[src/design/nsp_pkg.sv]
// Package for the nine-bit SPI packer: request and result types.
// No dependencies.
`timescale 1ns / 1ps

package nsp_pkg;

    typedef struct packed {
        logic [7:0] data_byte;
        logic       is_data;
        logic       last_item;
    } t_in_item;

    typedef struct packed {
        logic [7:0] out_byte;
        logic       dc_level;
        logic       last_out;
    } t_out_item;

    typedef struct packed {
        logic      two;
        t_out_item first;
        t_out_item second;
    } t_pack_res;

    localparam logic [2:0] LAST_COUNT = 3'd7;

endpackage

[src/design/nsp_packer.sv]
// Packing logic: mode register, pending bits and the one-pass byte forming.
// Depends on nsp_pkg.
`timescale 1ns / 1ps

module nsp_packer (
    input  logic               i_clk,
    input  logic               i_rst_n,
    input  logic               i_cfg_we,
    input  logic               i_cfg_wdata,
    input  logic               i_load,
    input  nsp_pkg::t_in_item  i_item,
    output nsp_pkg::t_pack_res o_res
);
    import nsp_pkg::*;

    logic        r_mode;
    logic [2:0]  r_count;
    logic [2:0]  n_count;
    logic [6:0]  r_left;
    logic [6:0]  n_left;
    logic [8:0]  word;
    logic [15:0] combined;
    logic [3:0]  remain;
    logic [7:0]  byte0;
    logic [6:0]  keep;
    logic [7:0]  flush;

    always_comb begin
        word     = {i_item.is_data, i_item.data_byte};
        combined = {r_left, word};
        remain   = {1'b0, r_count} + 4'd1;
        byte0    = 8'(combined >> remain);
        keep     = combined[6:0] & 7'((8'd1 << remain[2:0]) - 8'd1);
        flush    = 8'({1'b0, keep} << (4'd8 - remain));

        o_res.two    = 1'b0;
        o_res.first  = '{out_byte: byte0, dc_level: 1'b0, last_out: 1'b1};
        o_res.second = '{out_byte: flush, dc_level: 1'b0, last_out: 1'b1};
        n_count      = 3'd0;
        n_left       = 7'd0;

        if (!r_mode) begin
            o_res.first = '{out_byte: i_item.data_byte, dc_level: i_item.is_data,
                            last_out: 1'b1};
        end else if (r_count == LAST_COUNT) begin
            o_res.two             = 1'b1;
            o_res.first.last_out  = 1'b0;
            o_res.second.out_byte = combined[7:0];
        end else if (i_item.last_item) begin
            o_res.two            = 1'b1;
            o_res.first.last_out = 1'b0;
        end else begin
            n_count = remain[2:0];
            n_left  = keep;
        end
    end

    always_ff @(posedge i_clk) begin
        if (!i_rst_n) begin
            r_mode  <= 1'b1;
            r_count <= 3'd0;
            r_left  <= 7'd0;
        end else begin
            if (i_cfg_we) begin
                r_mode <= i_cfg_wdata;
            end
            if (i_load) begin
                r_count <= n_count;
                r_left  <= n_left;
            end
        end
    end

endmodule

[src/design/nsp_out_buf.sv]
// Result buffer: holds the one or two bytes of a packed request and
// presents them in order on the output channel. Depends on nsp_pkg.
`timescale 1ns / 1ps

module nsp_out_buf (
    input  logic               i_clk,
    input  logic               i_rst_n,
    input  logic               i_load,
    input  nsp_pkg::t_pack_res i_res,
    output logic               o_can_load,
    output logic               o_valid,
    input  logic               i_ready,
    output nsp_pkg::t_out_item o_item
);
    import nsp_pkg::*;

    logic [1:0] r_cnt;
    logic [1:0] n_cnt;
    t_out_item  r_res0;
    t_out_item  r_res1;
    logic       pop;

    assign pop        = (r_cnt != 2'd0) && i_ready;
    assign o_can_load = (r_cnt == 2'd0) || ((r_cnt == 2'd1) && pop);
    assign o_valid    = (r_cnt != 2'd0);
    assign o_item     = r_res0;

    always_comb begin
        n_cnt = r_cnt;
        if (i_load) begin
            n_cnt = i_res.two ? 2'd2 : 2'd1;
        end else if (pop) begin
            n_cnt = r_cnt - 2'd1;
        end
    end

    always_ff @(posedge i_clk) begin
        if (!i_rst_n) begin
            r_cnt <= 2'd0;
        end else begin
            r_cnt <= n_cnt;
        end
    end

    always_ff @(posedge i_clk) begin
        if (i_load) begin
            r_res0 <= i_res.first;
            r_res1 <= i_res.second;
        end else if (pop) begin
            r_res0 <= r_res1;
        end
    end

endmodule

[src/design/nine_bit_spi_packer_top.sv]
// Top level of the nine-bit SPI packer: input register, packer, result buffer.
// Depends on nsp_pkg, nsp_packer and nsp_out_buf.
`timescale 1ns / 1ps

// Usage:
// Requests enter on i_in_valid / o_in_ready with i_in_item (byte, data tag,
// last flag). Results leave on o_out_valid / i_out_ready with o_out_item.
// The mode register is written with i_cfg_we / i_cfg_wdata while idle; it
// resets to three-wire mode. In four-wire mode each request gives one byte
// with its data/command level. In three-wire mode each request gives one or
// two bytes: two when a full byte of pending bits builds up or when a last
// request flushes pending bits padded with zeros.
// Path: an accepted request is held in the input register, then its result
// bytes are loaded into the result buffer when it can take them.
// Throughput: while the receiver is ready, one request per cycle when each
// gives one byte, and the result buffer delivers one byte per cycle; after a
// two-byte request, loads wait until its first byte is taken. On a receiver
// stall, results hold and the input register fills, then o_in_ready drops.
// Reset (synchronous, active low) empties both stages, clears the pending
// bits and selects three-wire mode.
module nine_bit_spi_packer_top (
    input  logic               i_clk,
    input  logic               i_rst_n,
    input  logic               i_cfg_we,
    input  logic               i_cfg_wdata,
    input  logic               i_in_valid,
    output logic               o_in_ready,
    input  nsp_pkg::t_in_item  i_in_item,
    output logic               o_out_valid,
    input  logic               i_out_ready,
    output nsp_pkg::t_out_item o_out_item
);
    import nsp_pkg::*;

    logic      r_in_valid;
    t_in_item  r_in_item;
    logic      can_load;
    logic      advance;
    t_pack_res pack_res;

    assign advance    = r_in_valid && can_load;
    assign o_in_ready = !r_in_valid || advance;

    always_ff @(posedge i_clk) begin
        if (!i_rst_n) begin
            r_in_valid <= 1'b0;
        end else if (o_in_ready) begin
            r_in_valid <= i_in_valid;
        end
    end

    always_ff @(posedge i_clk) begin
        if (o_in_ready && i_in_valid) begin
            r_in_item <= i_in_item;
        end
    end

    nsp_packer u_packer (
        .i_clk       (i_clk),
        .i_rst_n     (i_rst_n),
        .i_cfg_we    (i_cfg_we),
        .i_cfg_wdata (i_cfg_wdata),
        .i_load      (advance),
        .i_item      (r_in_item),
        .o_res       (pack_res)
    );

    nsp_out_buf u_out_buf (
        .i_clk      (i_clk),
        .i_rst_n    (i_rst_n),
        .i_load     (advance),
        .i_res      (pack_res),
        .o_can_load (can_load),
        .o_valid    (o_out_valid),
        .i_ready    (i_out_ready),
        .o_item     (o_out_item)
    );

endmodule

[config.mk]
export PLATFORM = sky130hd
export DESIGN_NAME = nine_bit_spi_packer_top
export DESIGN_NICKNAME = d
export VERILOG_FILES = /design/src/design/nsp_pkg.sv /design/src/design/nsp_packer.sv /design/src/design/nsp_out_buf.sv /design/src/design/nine_bit_spi_packer_top.sv
export SDC_FILE = /design/constraint.sdc
export NUM_CORES = 1
export LEC_CHECK = 0
export ABC_AREA = 1
export BUFFER_PORTS_ARGS = -buffer_cell sky130_fd_sc_hd__buf_2
export CAP_MARGIN = 5
export CORE_MARGIN = 2
export CORE_UTILIZATION = 60
export CTS_BUF_LIST = sky130_fd_sc_hd__clkbuf_8
export DETAILED_ROUTE_END_ITERATION = 10
export PLACE_DENSITY = 0.85
export SLEW_MARGIN = 10
export SYNTH_ARGS = -nofsm -noshare
export SYNTH_HDL_FRONTEND = slang
export SYNTH_SLANG_ARGS = --single-unit
[constraint.sdc]
create_clock -name i_clk -period 3.2 [get_ports i_clk]
set_input_delay 0.32 -clock i_clk [delete_from_list [all_inputs] [get_ports i_clk]]
set_output_delay 0.32 -clock i_clk [all_outputs]
set_load 0.01 [all_outputs]
After elaboration in Yosys (flattened, before gate mapping)
Cells that the tools add are included.
- logic and storage cells: 52
- bits in registers: 42
- output and inout bits: 12
- eq/ne operators: 2
- add/subtract/negate cells: 4
- multiplexer cells: 20
- reduce and logical (&&, ||, !) cells: 10
- bitwise logic cells: 1
- shift-type cells: 3
- operators by type and width (operator ; count):
    $mux 7 ; 3
    $mux 10 ; 2
    $mux 8 ; 2
    $shr 16x4->8 ; 1
    $mux 3 ; 3
    $mux 9 ; 1
    $shl 7x4->8 ; 1
    $and 7x7->7 ; 1
    $shl 1x3->7 const A ; 1
    $sub 7x1->7 const B ; 1
    $mux 1 ; 6
    $mux 2 ; 3
    $add 3x1->4 const B ; 1
    $logic_and 1x1->1 ; 4
    $reduce_bool 2->1 ; 2
    $sub 4x4->4 const A ; 1
    $eq 3x3->1 const B ; 1
    $eq 2x1->1 const B ; 1
    $logic_not 2->1 ; 1
    $logic_or 1x1->1 ; 2
    $sub 2x1->2 const B ; 1
    $logic_not 1->1 ; 1

Logic depth before layout (Yosys ltp)
Gate-level depths: netlist of the first run.
- word-level depth: 7
- mapped depth: 16
- gate-level depth less buffers: 15

Hierarchy
Synthesis of the first run repeated with hierarchy kept, for this count alone.
- cells, all modules: 374
- area total of the unflattened synthesis: 2758.9 um2
- by module, submodules not included (module ; sequential area each (um2) ; cells each ; area an instance (um2) ; instances):
    nsp_packer ; 220.2 ; 278 ; 1508.9 ; 1
    nsp_out_buf ; 640.6 ; 77 ; 890.9 ; 1
    nine_bit_spi_packer_top ; 320.3 ; 19 ; 359.1 ; 1

Worst setup path after synthesis of the first run
OpenSTA, ideal clock, no wires.
- path type: reg-to-reg
- start point: register u_packer.r_count[0]
- end point: register u_out_buf.r_res1[8] (netlist bit), data pin
- data arrival time: 1.894 ns
- setup slack: 1.054 ns
- clock period less this slack: 2.146 ns
- stages on the path, launching flop included: 16
- cells stage by stage: dfxtp_1 -> ha_1 -> ha_1 -> inv_2 -> nand2_1 -> ha_1 -> inv_1 -> nand2_1 -> nand3_2 -> nand2_1 -> o21ai_1 -> nand2_1 -> nand3_1 -> nand2_1 -> nand2_1 -> nand2_1
- RTL lines (element ; line ; RTL):
    start, declared ; nsp_packer.sv:17 ; logic [2:0] r_count;
    start signal, assigned ; nsp_packer.sv:68 ; r_count <= n_count;
    end signal, assigned ; nsp_out_buf.sv:48 ; r_res1 <= i_res.second;
    end, declared ; nsp_out_buf.sv:20 ; t_out_item r_res1;

==> reports/results.ini, run 1 <==
[place]
post-dp-hpwl_um=4925
place_area_um2=2741
portBuffers=27
gp_congestion=0.9813

[critical_path]
path_class=flip-flop to flip-flop
required_ns=3.34
max_stage_delay_ns=0.61
path_delay_family=adder cells
critical_path.cell_chain=ha_1 > ha_1 > inv_1 > nand2_2 > ha_1 > nor2_1 > nand2_1 > o21ai_0 > nand2_1 > a21oi_1 > nand2_1 > o21ai_1
crit_buf_inv=1
crit_path_top_delay_cell=dfxtp_1
path_max_fanout=15
critPathArrivalTime_ns=2.89
endpoint_kind=flip-flop
start_kind=flip-flop

[final_layout]
drive_gt1_share_pct=17.45
final_area_um2=2850
final_cell_mix=91 x nand2_1, 30 x inv_1, 28 x o21ai_0, 28 x edfxtp_1, 27 x buf_2
layout_commonest_cell=nand2_1
nets=386
fillers=345
num_antenna_cells=0
area_growth_pct=9.572

[route]
dr.pass1.iters=6
drt_iter0_drc=334
dr_total_vias=2459
wire_per_inst_um=16.02
drc_errors=0
ant_nets=0
routed_via_density=5.983
wirelength_um=6584

[global_routing]
grt_max_degree=23
grt_pass1_vias=2264
grt_pass1_wl_um=10500
grt_usage_pct=27.39
grt_overflow=0
antenna_found_initial=0

[flow_run]
drv_cap=0

[die]
die_area_um2=4878
io_pins=28
start_util_pct=63.66
core_um2=4086
rows=23
die_w_um=69.85
die_h_um=69.85

[synth]
ys_ff_latch=42
synth_top_family_by_area=simple AND/OR/NAND/NOR gates
synth-xor-area-share_pct=0.6253
synth_compound_area_share_pct=15.15
async_flop_share_pct=0
netlist_area_um2=2601
synth-simple-area-share_pct=28.33
ys_types=33
syn_nets=360
synth-adder-area-share_pct=4.810
synth_ff_type=edfxtp_1
ys_seq_area_share_pct=43.10
synth-edff-count=28
synth_cells=334
syn_area_per_cell_um2=7.788
ys_warn_count=0
synth.mux.area_fraction_pct=0

[clocking]
cts.sinks=42
clock_latency_ns=0.29
clk_pin_slew_worst_paths_ns=0.08
cts_resized=0
cts-buffers-inserted=5
postCtsSetupRepairBufs=0
ctsHoldBuffers=0
cts.htree.levels=2
clockBufferDepth=2
cts_tree=yes
cts-root-buf=clkbuf_8

[worst_hold_path]
hold_path.class=input pin to flip-flop

[sta]
hold_violations=0
finalCritPeriodShare_pct=85.78
slew_violations=0
finClkSkew_ns=0.006575
fmax_ghz=0.3643
totalNegativeSetupSlack_ns=0
setup_viol=0
tightest_slew_ns=0.5133
post-route-min-period_ns=2.745
slew_headroom_pct=65.70
fin_hold_ws_ns=0.1940
rsz0062_at_grt=no

[status]
status=finished clean

[power_and_ir_drop]
ir_drop_mv=0.4320
p_leak_uw=0.001212
p_per_area_nw_per_um2=623.1

## layer usage
metal	track usage (%)	routed length, um	vias to the layer above
met5	0	0	-
met4	10.90	163	0
met3	5.087	669	23
met2	45.50	3158	161
met1	35.27	2593	1096
li1	-	-	1179
## registers in the layout, indices dropped and copies added, names as in the netlist
register          cells
u_packer.r_left       7
u_out_buf.r_res1      8
u_out_buf.o_item     10
u_packer.r_mode       1
u_packer.r_count      3
u_out_buf.r_cnt       2
r_in_valid            1
r_in_item            10
## synthesized netlist by cell type (2+ instances only)
master	number	share of area [%]
nand2_1	91	13
inv_1	30	4.3
edfxtp_1	28	32
o21ai_0	28	5.4
nand3_1	25	4.8
nor2_1	24	3.5
a21oi_1	22	4.2
dfxtp_1	14	11
ha_1	10	4.8
inv_2	8	1.2
o211ai_1	7	2.0
nand2_2	6	1.4
nand4_1	5	1.2
o22ai_1	5	1.2
buf_2	4	0.77
o21ai_1	4	0.77
buf_6	3	1.3
nand2_4	2	0.87
nand3_2	2	0.77
nor2_2	2	0.48
or2_2	2	0.48
## logic make-up (layout without fill, tap and decap cells)
kind of cell | count (synthesis) | after routing
compound gates | 71 | 71
xor+xnor | 1 | 1
fa+ha+maj | 10 | 10
buf+inv | 47 | 74
flops | 42 | 42
simple gates | 163 | 163
## report_power, final
group	internal, uW	switching, uW	total (uW)	leakage [uW]
Combinational	187	387	574	0.000776
Clock	229	186	415	0.0000541
Sequential	734	53.7	787	0.000382
Total	1150	626	1780	0.00121
## final cells by class
type | count | area (um^2) | area share [%]
Clock inverter | 3 | 40.04 | 1.405
Tap cell | 50 | 62.56 | 2.195
Inverter | 38 | 142.6 | 5.004
Multi-Input combinational cell | 245 | 1272 | 44.64
Timing Repair Buffer | 28 | 142.6 | 5.004
Clock buffer | 5 | 68.82 | 2.414
Sequential cell | 42 | 1121 | 39.33
## through the flow
step / instances / utilization [%] / power, uW / setup WS [ns]
after floorplan: 334 / - / 1205 / 1.054
after global placement: 403 / 67.09 / 1352 / 0.5514
after detailed placement: 403 / 67.09 / 1368 / 0.5228
after CTS: 411 / 69.75 / 1775 / 0.4945
after global routing: 411 / 69.75 / 1864 / 0.3178
final: 411 / 69.75 / 1776 / 0.4549
## path summary, 6_finish.rpt
check / from / slack, ns / end / cells after the start
worst max-delay path: u_packer.r_count[1] / 0.45 / u_out_buf.r_res1[7] / 12
worst min-delay path: i_in_item[6] / 0.19 / r_in_item[6] / 1
worst max register to register: u_packer.r_count[1] / 0.45 / u_out_buf.r_res1[7] / 12
worst min register to register: u_packer.r_left[1] / 0.49 / u_packer.r_left[1] / 2
(Power assumes the default switching activity.)
==> inputs of run 2 (changes only) <==
--- a/config.mk
+++ b/config.mk
@@ -9,10 +9,10 @@
 export BUFFER_PORTS_ARGS = -buffer_cell sky130_fd_sc_hd__buf_2
 export CAP_MARGIN = 5
 export CORE_MARGIN = 2
-export CORE_UTILIZATION = 60
+export CORE_UTILIZATION = 25
 export CTS_BUF_LIST = sky130_fd_sc_hd__clkbuf_8
 export DETAILED_ROUTE_END_ITERATION = 10
-export PLACE_DENSITY = 0.85
+export PLACE_DENSITY = 0.45
 export SLEW_MARGIN = 10
 export SYNTH_ARGS = -nofsm -noshare
 export SYNTH_HDL_FRONTEND = slang
==> run 2 against run 1 <==
Effect of this change:
- register-to-register slack better by 0.07 ns
- highest routed layer unchanged
- critical path type unchanged
- sequential share of layout area down 1.5 points
- sequential cell count unchanged
- largest cell class unchanged
- via count down 6.5%
- first-iteration DRC count down 66%
- critical endpoint is now u_out_buf.r_res1[8]
- combinational power up 1%
- wire length up 4.5%
- power up 1.4%
- final area up 4.0%
- critical path depth up 3
- setup slack better by 0.068 ns
==> reports/results.ini, run 2 (synthesis results as in run 1) <==
[clocking]
postCtsSetupRepairBufs=0
cts_resized=0
clk_pin_slew_worst_paths_ns=0.08
clock_latency_ns=0.30
cts.htree.levels=2
cts-buffers-inserted=5
cts.sinks=42
ctsHoldBuffers=0
cts-root-buf=clkbuf_8
cts_tree=yes
clockBufferDepth=2

[sta]
hold_violations=0
tightest_slew_ns=0.4709
slew_violations=0
totalNegativeSetupSlack_ns=0
fmax_ghz=0.3735
slew_headroom_pct=68.53
rsz0062_at_grt=no
finalCritPeriodShare_pct=83.67
post-route-min-period_ns=2.677
finClkSkew_ns=0.003759
setup_viol=0

[critical_path]
crit_top_cell=nand2_1
r2r_cells=15
start_kind=flip-flop
rr_startpoint=u_packer.r_count[1]
r2r_slack_ns=0.52
critical_path.cell_chain=ha_1 > ha_1 > inv_2 > nand2_1 > ha_1 > inv_1 > nand2_1 > nand3_2 > nand2_1 > o21ai_1 > nand2_1 > nand3_1 > nand2_1 > nand2_1 > nand2_1
path_class=flip-flop to flip-flop
max_stage_delay_ns=0.61
critPathArrivalTime_ns=2.73
path_max_fanout=15
path_delay_family=adder cells
crit_path_top_delay_cell=dfxtp_1
endpoint_kind=flip-flop
crit_buf_inv=2
required_ns=3.25
r2r-end=u_out_buf.r_res1[8]

[final_layout]
nets=386
area_growth_pct=14.00
fillers=1114
final_cell_mix=91 x nand2_1, 31 x inv_1, 28 x o21ai_0, 28 x edfxtp_1, 27 x buf_2
layout_commonest_cell=nand2_1
drive_gt1_share_pct=17.17
num_antenna_cells=0

[place]
gp_congestion=0.8917
portBuffers=27
post-dp-hpwl_um=5397

[worst_hold_path]
hold_path.class=input pin to flip-flop
hold_depth=1
min_from=i_in_item[9]
min_to=r_in_item[9]

[die]
io_pins=28
core_um2=10230
die_h_um=106.0
die_area_um2=11240
rows=37
start_util_pct=25.42
die_w_um=106.0

[route]
ant_nets=0
wire_per_inst_um=13.85
routed_via_density=4.628
dr_total_vias=2300
dr.pass1.iters=4
drt_iter0_drc=115
drc_errors=0
wirelength_um=6881

[power_and_ir_drop]
p_leak_uw=0.001221
ir_drop_mv=0.2334
power_uw=1802
p_per_area_nw_per_um2=607.5

[flow_run]
drv_cap=0

[global_routing]
grt_pass1_vias=2283
antenna_found_initial=0
grt_overflow=0
grt_usage_pct=13.12
grt_max_degree=28
grt_pass1_wl_um=11660

[status]
status=finished clean

[run 2: cell count changes in the layout (fill, tap and decap cells not counted)]
cell / delta
clkbuf_8: +1
clkinv_2: -1
clkinvlp_2: -1
inv_1: +1
[run 2: cell type report]
type	count	area, um^2	area share, %
repair buffers	28	142.6	4.810
clock inverters	2	33.78	1.139
multi-input cells	245	1272	42.91
clock buffers	6	82.58	2.785
flip-flops and latches	42	1121	37.81
well taps	136	170.2	5.738
inverters	38	142.6	4.810
[run 2: worst max-delay path by stage]
stage                                    from                   to  slack [ns]  cells past startpoint
final                     u_packer.r_count[1]  u_out_buf.r_res1[8]        0.52                     15
after global routing      u_packer.r_count[1]  u_out_buf.r_res1[8]        0.29                     15
after CTS                 u_packer.r_count[1]  u_out_buf.r_res1[8]        0.55                     15
after detailed placement  u_packer.r_count[1]  u_out_buf.r_res1[8]        0.57                     15
after global placement    u_packer.r_count[1]  u_out_buf.r_res1[8]        0.68                     15
after floorplan           u_packer.r_count[0]  u_out_buf.r_res1[8]        1.05                     15
[run 2: power breakdown]
| group | switching, uW | leakage, uW | internal [uW] |
|---|---|---|---|
| sequential | 46.8 | 0.000382 | 733 |
| clock | 188 | 0.0000626 | 251 |
| combinational | 394 | 0.000776 | 188 |
| total | 629 | 0.00122 | 1170 |
[run 2: metal layers]
metal	GRT usage (%)	share of wire [%]	vias to the layer above
li1	-	-	1170
met1	17.03	47	1062
met2	22.35	48	58
met3	1.839	3.1	10
met4	4.511	2.0	0
met5	0	0	-
[run 2: metrics by stage]
step / utilization, % / cells / setup slack [ns] / area, um^2 / hold WS (ns)
after floorplan: - / 334 / 1.054 / 2601 / 0.4189
after global placement: 27.85 / 489 / 0.6750 / 2849 / 0.4679
after detailed placement: 27.85 / 489 / 0.5666 / 2849 / 0.4714
after CTS: 28.98 / 497 / 0.5487 / 2965 / 0.1853
after global routing: 28.98 / 497 / 0.2947 / 2965 / 0.1834
final: 28.98 / 497 / 0.5227 / 2965 / 0.1963
